[src/rtl/core/trsa_pkg.sv]
`default_nettype none
// ----------------------------------------------------------------------------
// trsa_pkg: shared types and constants for the small-modulus RSA block.
// Holds the field widths, the register indexes, the status codes, the
// sequencer states and the request and response types of the divider.
// ----------------------------------------------------------------------------
package trsa_pkg;

    localparam int MOD_BITS = 16;
    localparam int WIDE_BITS = 2 * MOD_BITS;
    localparam int CNT_BITS = $clog2(WIDE_BITS + 1);
    localparam int PF_BITS = 8;
    localparam int Q_BITS = 15;

    localparam logic [MOD_BITS-1:0] RST_MODULUS = MOD_BITS'(3233);
    localparam logic [MOD_BITS-1:0] RST_EXPONENT = MOD_BITS'(17);

    localparam logic [0:0] REG_MODULUS = 1'b0;
    localparam logic [0:0] REG_EXPONENT = 1'b1;

    typedef enum logic [1:0] {
        ST_OK = 2'd0,
        ST_NO_FACTOR = 2'd1,
        ST_NO_INVERSE = 2'd2
    } t_status;

    typedef enum logic [4:0] {
        S_IDLE,
        S_E_INIT,
        S_E_MUL_ACC,
        S_E_MUL_BASE,
        S_E_NEXT,
        S_F_INIT,
        S_F_SQ,
        S_F_DIV,
        S_F_STRIP,
        S_F_NEXT,
        S_Q_DIV,
        S_I_INIT,
        S_I_MUL,
        S_I_NEXT,
        S_D_INIT,
        S_D_MUL_ACC,
        S_D_MUL_BASE,
        S_D_NEXT,
        S_OUT
    } t_state;

    // Request to the shared divider.
    typedef struct packed {
        logic                 start;
        logic [WIDE_BITS-1:0] num;
        logic [MOD_BITS-1:0]  den;
    } t_div_req;

    // Response of the shared unit.
    typedef struct packed {
        logic                 done;
        logic [WIDE_BITS-1:0] quo;
        logic [WIDE_BITS-1:0] rem;
    } t_div_rsp;

endpackage
`default_nettype wire

[src/rtl/core/trsa_divider.sv]
`default_nettype none
// ----------------------------------------------------------------------------
// trsa_divider: radix-2 restoring divider.
// Divides a 32-bit numerator by a 16-bit divisor, one quotient bit per
// cycle. A zero divisor gives the low 17 bits of the numerator as the
// remainder.
// ----------------------------------------------------------------------------
module trsa_divider (
    input  wire                     i_clk,
    input  wire                     i_rst_n,
    input  trsa_pkg::t_div_req      i_req,
    output trsa_pkg::t_div_rsp      o_rsp
);
    import trsa_pkg::*;

    logic [WIDE_BITS-1:0] r_quo, n_quo;
    logic [MOD_BITS:0]    r_rem, n_rem;
    logic [MOD_BITS-1:0]  r_den, n_den;
    logic [CNT_BITS-1:0]  r_cnt, n_cnt;
    logic                 r_busy, n_busy;
    logic                 r_done, n_done;
    logic [MOD_BITS+1:0]  w_shift;
    logic [MOD_BITS+1:0]  w_diff;

    // One shift and subtract step per cycle.
    always_comb begin
        n_quo = r_quo;
        n_rem = r_rem;
        n_den = r_den;
        n_cnt = r_cnt;
        n_busy = r_busy;
        n_done = 1'b0;
        w_shift = {r_rem, r_quo[WIDE_BITS-1]};
        w_diff = w_shift - {2'b00, r_den};
        if (i_req.start) begin
            n_quo = i_req.num;
            n_rem = '0;
            n_den = i_req.den;
            n_cnt = CNT_BITS'(WIDE_BITS);
            n_busy = 1'b1;
        end else if (r_busy) begin
            if (!w_diff[MOD_BITS+1]) begin
                n_rem = w_diff[MOD_BITS:0];
                n_quo = {r_quo[WIDE_BITS-2:0], 1'b1};
            end else begin
                n_rem = w_shift[MOD_BITS:0];
                n_quo = {r_quo[WIDE_BITS-2:0], 1'b0};
            end
            n_cnt = r_cnt - 1'b1;
            if (r_cnt == CNT_BITS'(1)) begin
                n_busy = 1'b0;
                n_done = 1'b1;
            end
        end
    end

    always_ff @(posedge i_clk) begin
        if (!i_rst_n) begin
            r_busy <= 1'b0;
            r_done <= 1'b0;
            r_cnt <= '0;
        end else begin
            r_busy <= n_busy;
            r_done <= n_done;
            r_cnt <= n_cnt;
        end
        r_quo <= n_quo;
        r_rem <= n_rem;
        r_den <= n_den;
    end

    assign o_rsp.done = r_done;
    assign o_rsp.quo = r_quo;
    assign o_rsp.rem = {{(WIDE_BITS-MOD_BITS-1){1'b0}}, r_rem};

endmodule
`default_nettype wire

[src/rtl/core/trsa_seq.sv]
`default_nettype none
// ----------------------------------------------------------------------------
// trsa_seq: sequencer for key derivation and both exponentiations.
// Runs the encryption, the trial division, the inverse search and the
// decryption in turn, each reduction or remainder done by the divider.
// ----------------------------------------------------------------------------
module trsa_seq (
    input  wire                              i_clk,
    input  wire                              i_rst_n,
    input  wire                              i_start,
    input  wire  [trsa_pkg::MOD_BITS-1:0]    i_msg,
    input  wire  [trsa_pkg::MOD_BITS-1:0]    i_n,
    input  wire  [trsa_pkg::MOD_BITS-1:0]    i_e,
    input  wire                              i_take,
    output logic                             o_busy,
    output logic                             o_valid,
    output logic [trsa_pkg::PF_BITS-1:0]     o_p,
    output logic [trsa_pkg::Q_BITS-1:0]      o_q,
    output logic [trsa_pkg::MOD_BITS-1:0]    o_d,
    output logic [trsa_pkg::MOD_BITS-1:0]    o_c,
    output logic [trsa_pkg::MOD_BITS-1:0]    o_m,
    output trsa_pkg::t_status                o_status
);
    import trsa_pkg::*;

    t_state r_state, n_state;
    t_div_req w_req;
    t_div_rsp w_rsp;

    logic [MOD_BITS-1:0] r_n, n_n, r_e, n_e;
    logic [MOD_BITS-1:0] r_acc, n_acc, r_base, n_base, r_ex, n_ex;
    logic [MOD_BITS-1:0] r_c, n_c, r_x, n_x, r_rest, n_rest;
    logic [MOD_BITS-1:0] r_p, n_p, r_q, n_q, r_phi, n_phi, r_i, n_i, r_d, n_d;
    logic [MOD_BITS-1:0] r_m, n_m;
    t_status r_st, n_st;
    logic r_wait, n_wait;
    logic [WIDE_BITS-1:0] w_sq;

    trsa_divider u_div (
        .i_clk   (i_clk),
        .i_rst_n (i_rst_n),
        .i_req   (w_req),
        .o_rsp   (w_rsp)
    );

    assign w_sq = WIDE_BITS'(r_x) * WIDE_BITS'(r_x);

    // Next state and datapath; each divider call starts once, then waits.
    always_comb begin
        n_state = r_state;
        n_n = r_n; n_e = r_e; n_acc = r_acc; n_base = r_base; n_ex = r_ex;
        n_c = r_c; n_x = r_x; n_rest = r_rest; n_p = r_p; n_q = r_q;
        n_phi = r_phi; n_i = r_i; n_d = r_d; n_m = r_m; n_st = r_st;
        n_wait = r_wait;
        w_req.start = 1'b0;
        w_req.num = '0;
        w_req.den = r_n;
        unique case (r_state)
            S_IDLE: begin
                if (i_start) begin
                    n_n = i_n;
                    n_e = i_e;
                    n_base = i_msg;
                    n_ex = i_e;
                    n_state = S_E_INIT;
                end
            end
            S_E_INIT, S_D_INIT: begin
                // Reduce the base modulo n; the accumulator starts at 1 mod n.
                w_req.num = WIDE_BITS'(r_base);
                if (!r_wait) begin
                    w_req.start = 1'b1;
                    n_wait = 1'b1;
                end else if (w_rsp.done) begin
                    n_wait = 1'b0;
                    n_base = w_rsp.rem[MOD_BITS-1:0];
                    n_acc = (r_n == MOD_BITS'(1)) ? '0 : MOD_BITS'(1);
                    n_state = (r_state == S_E_INIT) ? S_E_NEXT : S_D_NEXT;
                end
            end
            S_E_MUL_ACC, S_D_MUL_ACC: begin
                w_req.num = WIDE_BITS'(r_acc) * WIDE_BITS'(r_base);
                if (!r_wait) begin
                    w_req.start = 1'b1;
                    n_wait = 1'b1;
                end else if (w_rsp.done) begin
                    n_wait = 1'b0;
                    n_acc = w_rsp.rem[MOD_BITS-1:0];
                    n_state = (r_state == S_E_MUL_ACC) ? S_E_MUL_BASE : S_D_MUL_BASE;
                end
            end
            S_E_MUL_BASE, S_D_MUL_BASE: begin
                w_req.num = WIDE_BITS'(r_base) * WIDE_BITS'(r_base);
                if (!r_wait) begin
                    w_req.start = 1'b1;
                    n_wait = 1'b1;
                end else if (w_rsp.done) begin
                    n_wait = 1'b0;
                    n_base = w_rsp.rem[MOD_BITS-1:0];
                    n_ex = r_ex >> 1;
                    n_state = (r_state == S_E_MUL_BASE) ? S_E_NEXT : S_D_NEXT;
                end
            end
            S_E_NEXT, S_D_NEXT: begin
                if (r_n == '0) begin
                    n_acc = '0;
                    n_ex = '0;
                end
                if (r_n != '0 && r_ex != '0) begin
                    if (r_ex[0]) begin
                        n_state = (r_state == S_E_NEXT) ? S_E_MUL_ACC : S_D_MUL_ACC;
                    end else begin
                        n_state = (r_state == S_E_NEXT) ? S_E_MUL_BASE : S_D_MUL_BASE;
                    end
                end else if (r_state == S_E_NEXT) begin
                    n_c = (r_n == '0) ? '0 : r_acc;
                    n_x = MOD_BITS'(2);
                    n_state = S_F_SQ;
                end else begin
                    n_m = r_acc;
                    n_st = ST_OK;
                    n_state = S_OUT;
                end
            end
            S_F_INIT: begin
                n_x = MOD_BITS'(2);
                n_state = S_F_SQ;
            end
            S_F_SQ: begin
                // Candidate runs while x*x stays within n.
                if (w_sq > WIDE_BITS'(r_n)) begin
                    n_p = '0; n_q = '0; n_d = '0; n_m = '0;
                    n_st = ST_NO_FACTOR;
                    n_state = S_OUT;
                end else begin
                    n_state = S_F_DIV;
                end
            end
            S_F_DIV: begin
                w_req.num = WIDE_BITS'(r_n);
                w_req.den = r_x;
                if (!r_wait) begin
                    w_req.start = 1'b1;
                    n_wait = 1'b1;
                end else if (w_rsp.done) begin
                    n_wait = 1'b0;
                    if (w_rsp.rem == '0) begin
                        n_rest = w_rsp.quo[MOD_BITS-1:0];
                        n_state = S_F_STRIP;
                    end else begin
                        n_state = S_F_NEXT;
                    end
                end
            end
            S_F_STRIP: begin
                // Remove every power of x from the cofactor.
                w_req.num = WIDE_BITS'(r_rest);
                w_req.den = r_x;
                if (!r_wait) begin
                    w_req.start = 1'b1;
                    n_wait = 1'b1;
                end else if (w_rsp.done) begin
                    n_wait = 1'b0;
                    if (w_rsp.rem == '0) begin
                        n_rest = w_rsp.quo[MOD_BITS-1:0];
                    end else if (r_rest > MOD_BITS'(1)) begin
                        n_p = r_x;
                        n_state = S_Q_DIV;
                    end else begin
                        n_state = S_F_NEXT;
                    end
                end
            end
            S_F_NEXT: begin
                n_x = r_x + 1'b1;
                n_state = S_F_SQ;
            end
            S_Q_DIV: begin
                w_req.num = WIDE_BITS'(r_n);
                w_req.den = r_p;
                if (!r_wait) begin
                    w_req.start = 1'b1;
                    n_wait = 1'b1;
                end else if (w_rsp.done) begin
                    n_wait = 1'b0;
                    n_q = w_rsp.quo[MOD_BITS-1:0];
                    n_state = S_I_INIT;
                end
            end
            S_I_INIT: begin
                n_phi = MOD_BITS'(WIDE_BITS'(r_p - 1'b1) * WIDE_BITS'(r_q - 1'b1));
                n_i = MOD_BITS'(1);
                n_state = S_I_NEXT;
            end
            S_I_NEXT: begin
                if (r_i >= r_phi) begin
                    n_d = '0; n_m = '0;
                    n_st = ST_NO_INVERSE;
                    n_state = S_OUT;
                end else begin
                    n_state = S_I_MUL;
                end
            end
            S_I_MUL: begin
                w_req.num = WIDE_BITS'(r_i) * WIDE_BITS'(r_e);
                w_req.den = r_phi;
                if (!r_wait) begin
                    w_req.start = 1'b1;
                    n_wait = 1'b1;
                end else if (w_rsp.done) begin
                    n_wait = 1'b0;
                    if (w_rsp.rem == WIDE_BITS'(1)) begin
                        n_d = r_i;
                        n_base = r_c;
                        n_ex = r_i;
                        n_state = S_D_INIT;
                    end else begin
                        n_i = r_i + 1'b1;
                        n_state = S_I_NEXT;
                    end
                end
            end
            S_OUT: begin
                if (i_take) begin
                    n_state = S_IDLE;
                end
            end
            default: begin
                n_state = S_IDLE;
            end
        endcase
    end

    always_ff @(posedge i_clk) begin
        if (!i_rst_n) begin
            r_state <= S_IDLE;
            r_wait <= 1'b0;
        end else begin
            r_state <= n_state;
            r_wait <= n_wait;
        end
        r_n <= n_n; r_e <= n_e; r_acc <= n_acc; r_base <= n_base; r_ex <= n_ex;
        r_c <= n_c; r_x <= n_x; r_rest <= n_rest; r_p <= n_p; r_q <= n_q;
        r_phi <= n_phi; r_i <= n_i; r_d <= n_d; r_m <= n_m; r_st <= n_st;
    end

    assign o_busy = (r_state != S_IDLE);
    assign o_valid = (r_state == S_OUT);
    assign o_p = r_p[PF_BITS-1:0];
    assign o_q = r_q[Q_BITS-1:0];
    assign o_d = r_d;
    assign o_c = r_c;
    assign o_m = r_m;
    assign o_status = r_st;

endmodule
`default_nettype wire

[src/rtl/core/textbook_rsa_key_and_crypt.sv]
`default_nettype none
// ----------------------------------------------------------------------------
// textbook_rsa_key_and_crypt: small-modulus RSA key derivation and crypt.
// Factors n by trial division, derives d, encrypts and decrypts a message.
// ----------------------------------------------------------------------------
// One message is processed at a time. The block factors n by trial division,
// derives d by searching the inverse of e modulo phi, and runs both modular
// exponentiations, with every division on one shift-subtract divider. An item
// makes one divider call per candidate factor and more while a factor found is
// stripped, one per inverse candidate, and up to two per exponent bit. The
// input stall is high while an item is in work or its result waits;
// configuration writes are taken at any time and used by the next
// transaction.
module textbook_rsa_key_and_crypt (
    input  wire                            i_clk,
    input  wire                            i_rst_n,
    input  wire                            i_valid,
    output logic                           o_stall,
    input  wire  [trsa_pkg::MOD_BITS-1:0]  i_message,
    output logic                           o_valid,
    input  wire                            i_stall,
    output logic [trsa_pkg::PF_BITS-1:0]   o_small_factor,
    output logic [trsa_pkg::Q_BITS-1:0]    o_cofactor,
    output logic [trsa_pkg::MOD_BITS-1:0]  o_private_exponent,
    output logic [trsa_pkg::MOD_BITS-1:0]  o_ciphertext,
    output logic [trsa_pkg::MOD_BITS-1:0]  o_recovered,
    output logic [1:0]                     o_status,
    input  wire                            i_cfg_valid,
    output logic                           o_cfg_ready,
    input  wire  [0:0]                     i_cfg_index,
    input  wire  [15:0]                    i_cfg_data
);
    import trsa_pkg::*;

    logic [MOD_BITS-1:0] r_modulus, r_exponent;
    logic w_busy, w_accept;
    t_status w_status;

    // Configuration registers.
    always_ff @(posedge i_clk) begin
        if (!i_rst_n) begin
            r_modulus <= RST_MODULUS;
            r_exponent <= RST_EXPONENT;
        end else if (i_cfg_valid && o_cfg_ready) begin
            if (i_cfg_index == REG_MODULUS) begin
                r_modulus <= MOD_BITS'(i_cfg_data);
            end else begin
                r_exponent <= MOD_BITS'(i_cfg_data);
            end
        end
    end

    assign o_cfg_ready = 1'b1;
    assign o_stall = w_busy;
    assign w_accept = i_valid && !w_busy;

    trsa_seq u_seq (
        .i_clk    (i_clk),
        .i_rst_n  (i_rst_n),
        .i_start  (w_accept),
        .i_msg    (i_message),
        .i_n      (r_modulus),
        .i_e      (r_exponent),
        .i_take   (!i_stall),
        .o_busy   (w_busy),
        .o_valid  (o_valid),
        .o_p      (o_small_factor),
        .o_q      (o_cofactor),
        .o_d      (o_private_exponent),
        .o_c      (o_ciphertext),
        .o_m      (o_recovered),
        .o_status (w_status)
    );

    assign o_status = w_status;

    // A result is only shown while the sequencer is busy.
    a_valid_busy: assert property (@(posedge i_clk) disable iff (!i_rst_n)
        o_valid |-> o_stall) else $error("result without busy sequencer");

    // A delivered result frees the input side next cycle.
    a_release: assert property (@(posedge i_clk) disable iff (!i_rst_n)
        (o_valid && !i_stall) |=> !o_stall) else $error("input not released");

    // A factor failure reports a zero small factor.
    a_nofactor: assert property (@(posedge i_clk) disable iff (!i_rst_n)
        (o_valid && o_status == ST_NO_FACTOR) |-> (o_small_factor == '0))
        else $error("factor reported with no-factor status");

endmodule
`default_nettype wire

[config.mk]
export PLATFORM = sky130hd
export DESIGN_NAME = textbook_rsa_key_and_crypt
export DESIGN_NICKNAME = d
export VERILOG_FILES = /design/src/rtl/core/trsa_pkg.sv /design/src/rtl/core/trsa_divider.sv /design/src/rtl/core/trsa_seq.sv /design/src/rtl/core/textbook_rsa_key_and_crypt.sv
export SDC_FILE = /design/constraint.sdc
export NUM_CORES = 2
export LEC_CHECK = 0
export BUFFER_PORTS_ARGS = -buffer_cell sky130_fd_sc_hd__buf_2
export CORE_MARGIN = 2
export CORE_UTILIZATION = 60
export CTS_CLUSTER_DIAMETER = 40
export DETAILED_ROUTE_END_ITERATION = 16
export GPL_TIMING_DRIVEN = 1
export PLACE_DENSITY = 0.9
export SYNTH_ARGS = -nofsm -noshare
export SYNTH_HDL_FRONTEND = slang
export SYNTH_SLANG_ARGS = --single-unit
[constraint.sdc]
create_clock -name i_clk -period 9.2 [get_ports i_clk]
set_clock_uncertainty 0.15 [all_clocks]
set_input_delay 0.46 -clock i_clk [delete_from_list [all_inputs] [get_ports i_clk]]
set_output_delay 0.46 -clock i_clk [all_outputs]
set_load 0.02 [all_outputs]
==> impl_metrics.ini <==
[outcome]
status = finished clean

[routing]
viasPerCell = 6.072
via_count = 41347
avgRoutedWirePerCell_um = 20.79
drtAntennaViolNets = 0
drc = 0
first_pass_iters = 10
first_iter_violations = 4933
wirelength_um = 141600

[sta]
rsz0062_at_grt = no
clock.fmax_mhz = 119.5
final.min_clock_period_ps = 8371
setup_violations = 0
finalSetupTns_ps = 0
slew_headroom = 0.1734
final.period_utilization = 0.9099
slew_viol_final = 0
hold_viol_final = 0
worstMarginPinSlew_ps = 1235

[flow_run]
cap_violations = 0

[floorplan]
ioPinCount = 114
start_util = 0.6063
fp.dieW_um = 297.8
die-height_um = 297.8
coreArea_um2 = 85410
fp-row-count = 107
die-area_um2 = 88680

[synth]
yosysWarnings = 0
ys_types = 84
synth_top_area_cell = fa_1
avgSynthCellArea_um2 = 9.150
syn_nets = 6999
synth_ff_type = edfxtp_1
yosysTopAreaCellShare = 0.3077
postSynthCellCount = 5660
synth-seq-area-share = 0.1832
netlist_area_um2 = 51790
async_reset_ff_frac = 0
synth_edf_count = 274
ys_ff_latch = 337
synth_area_leaders = fa_1 31%, edfxtp_1 16%, ha_1 12%

[clock_tree]
cts_sinks = 337
cts_buffers = 42
post-cts-setup-buffer-count = 0
path_clk_slew_ps = 70
cts_buffer_depth = 3
cts-root-buf = clkbuf_16
cts_tree = done
cts_htree_levels = 2
clk_latency_ps = 600

[final_layout]
drive_gt1_frac = 0.05348
top_register = u_seq.u_div.r_quo
fill_cells = 6398
reg_top3 = u_seq.u_div.r_quo: 32 flops, u_seq.u_div.r_rem: 17 flops
nets = 6971
antenna-diode-count = 0
largest_reg_flops = 32
multiInputGateArea_um2 = 36970
seq_area_um2 = 9489
area_growth_pct = 6.028

[global_route]
grt_pass1_wl_um = 228600
grt_max_degree = 70
grt_pass1_vias = 43499
antenna_found_initial = 0
grt-ovfl-total = 0
grtUsageTotal = 0.3236

[critical_path]
critical-path-max-stage-delay_ps = 690
critPathLaunchType = register
cp.required_ps = 9210
crit_path_end_kind = register
cp_max_fo = 17
slowest_stage = edfxtp_1
arrival_ps = 8390
r2r_slack_ps = 830
crit_top_cell = inv_1
path_class = register to register

[placed_design]
io_buffers = 112
hpwl_um = 110000
gp_congestion = 1.017

[worst_hold_path]
hp-class = primary input to register
metrics by stage:
stage | hold slack, ps | instances | worst slack [ps] | utilization | area (um2)
after floorplan | 258.1 | 5660 | 76.82 | - | 51790
after global placement | 266.7 | 6709 | 1107 | 0.6231 | 53220
after detailed placement | 268.5 | 6709 | 971.5 | 0.6231 | 53220
after CTS | 0.2564 | 6810 | 944.4 | 0.6429 | 54910
after global routing | 30.84 | 6810 | 335.8 | 0.6429 | 54910
final | 16.55 | 6810 | 829.2 | 0.6429 | 54910
what timing repair did:
item	4_1_cts	5_1_grt
hold buffers	23	0
resized for setup	0	0
hold endpoints to repair	35	0
per-layer routing:
metal | wire [um] | share of wire | track usage | up-vias
met5 | 0 | 0 | 0 | -
met4 | 7643 | 0.054 | 0.1536 | 0
met3 | 18210 | 0.13 | 0.07766 | 596
met2 | 64160 | 0.45 | 0.5103 | 2747
met1 | 51580 | 0.36 | 0.4229 | 20165
li1 | - | - | - | 17839
synth_stat cells, drive strengths merged, types with 7 or more instances:
master   number
a221oi       11
o221ai        9
nand2       791
nand3        60
a21oi       177
nor3         48
nor2b        56
a222oi       35
and2        344
inv        1137
o32a          7
a31o          7
o21bai       18
o22ai        12
clkbuf      233
o211ai        9
nor4         36
o21a         20
or3          20
dfxtp        63
edfxtp      274
xor2         58
nand2b       37
o31ai        12
ha          505
nand4        20
buf          41
o21ai       139
a2111oi       8
xnor2       149
nor2        234
mux2i        20
a21o         54
a22o         18
a22oi        22
a31oi        28
or2          17
and3         17
a211oi       27
a221o        20
fa          796
critical path: cells and delay by family, from the launching register on:
family	cells	cell delay, ps
AOI/OAI and AO/OA	3	360
adders and majority gates	8	3680
and+or+nand+nor	12	2360
buffers and inverters	7	590
xor gates and xnor gates	1	80
DFF	1	690
cells by family after synthesis:
logic type / count (synthesis) / synth area share
compound gates: 678 / 0.08845
buf+inv: 1411 / 0.1041
xor+xnor: 207 / 0.03515
fa+ha+maj: 1302 / 0.4299
other cells: 1 / 0.00007241
simple gates: 1700 / 0.1544
flops: 337 / 0.1832
mux: 24 / 0.004735
cell usage in the layout, fill, tap and decap left out, types with 17 or more instances in the layout:
cell type	synthesis	final
inv_1	1137	1137
fa_1	796	796
nand2_1	791	791
ha_1	505	505
and2_1	344	344
edfxtp_1	274	274
nor2_1	234	233
a21oi_1	177	176
xnor2_1	149	149
o21ai_0	133	132
buf_2	3	112
buf_4	24	67
dfxtp_1	63	63
nand3_1	60	60
xor2_1	57	57
nor2b_1	55	55
a21o_1	54	54
clkbuf_16	0	43
nor3_1	46	42
nand2b_1	37	37
a222oi_1	35	35
nor4_1	35	34
a211oi_1	27	27
a31oi_1	28	27
dlygate4sd3_1	0	23
a22oi_1	22	22
a221o_1	20	20
or3_1	20	20
nand4_1	20	20
o21a_1	20	20
mux2i_1	20	20
a22o_1	18	18
o21bai_1	18	18
and3_1	17	17
path summary, 6_finish.rpt:
path,startpoint,depth (start not counted),end
min,i_cfg_data[7],3,r_exponent[7]$_SDFFE_PN0P_
max,u_seq.r_x[8]$_SDFFCE_PN0P_,31,u_seq.r_p[6]$_SDFFCE_PP0P_
max reg2reg,u_seq.r_x[8]$_SDFFCE_PN0P_,31,u_seq.r_p[6]$_SDFFCE_PP0P_
min reg2reg,r_modulus[4]$_SDFFE_PN0P_,0,u_seq.r_n[4]$_DFFE_PP_
layout make-up:
| class | instances | share of cell area |
|---|---|---|
| repair buffers | 202 | 0.02356 |
| multi-input cells | 3912 | 0.6733 |
| clock buffers | 44 | 0.01966 |
| clock inverters | 34 | 0.006927 |
| inverters | 1137 | 0.07772 |
| flip-flops and latches | 337 | 0.1728 |
| well taps | 1144 | 0.02607 |
Power is left out: the tool's default activity adds up to more than one toggle a clock period on the data nets, which glitch-free logic cannot reach.
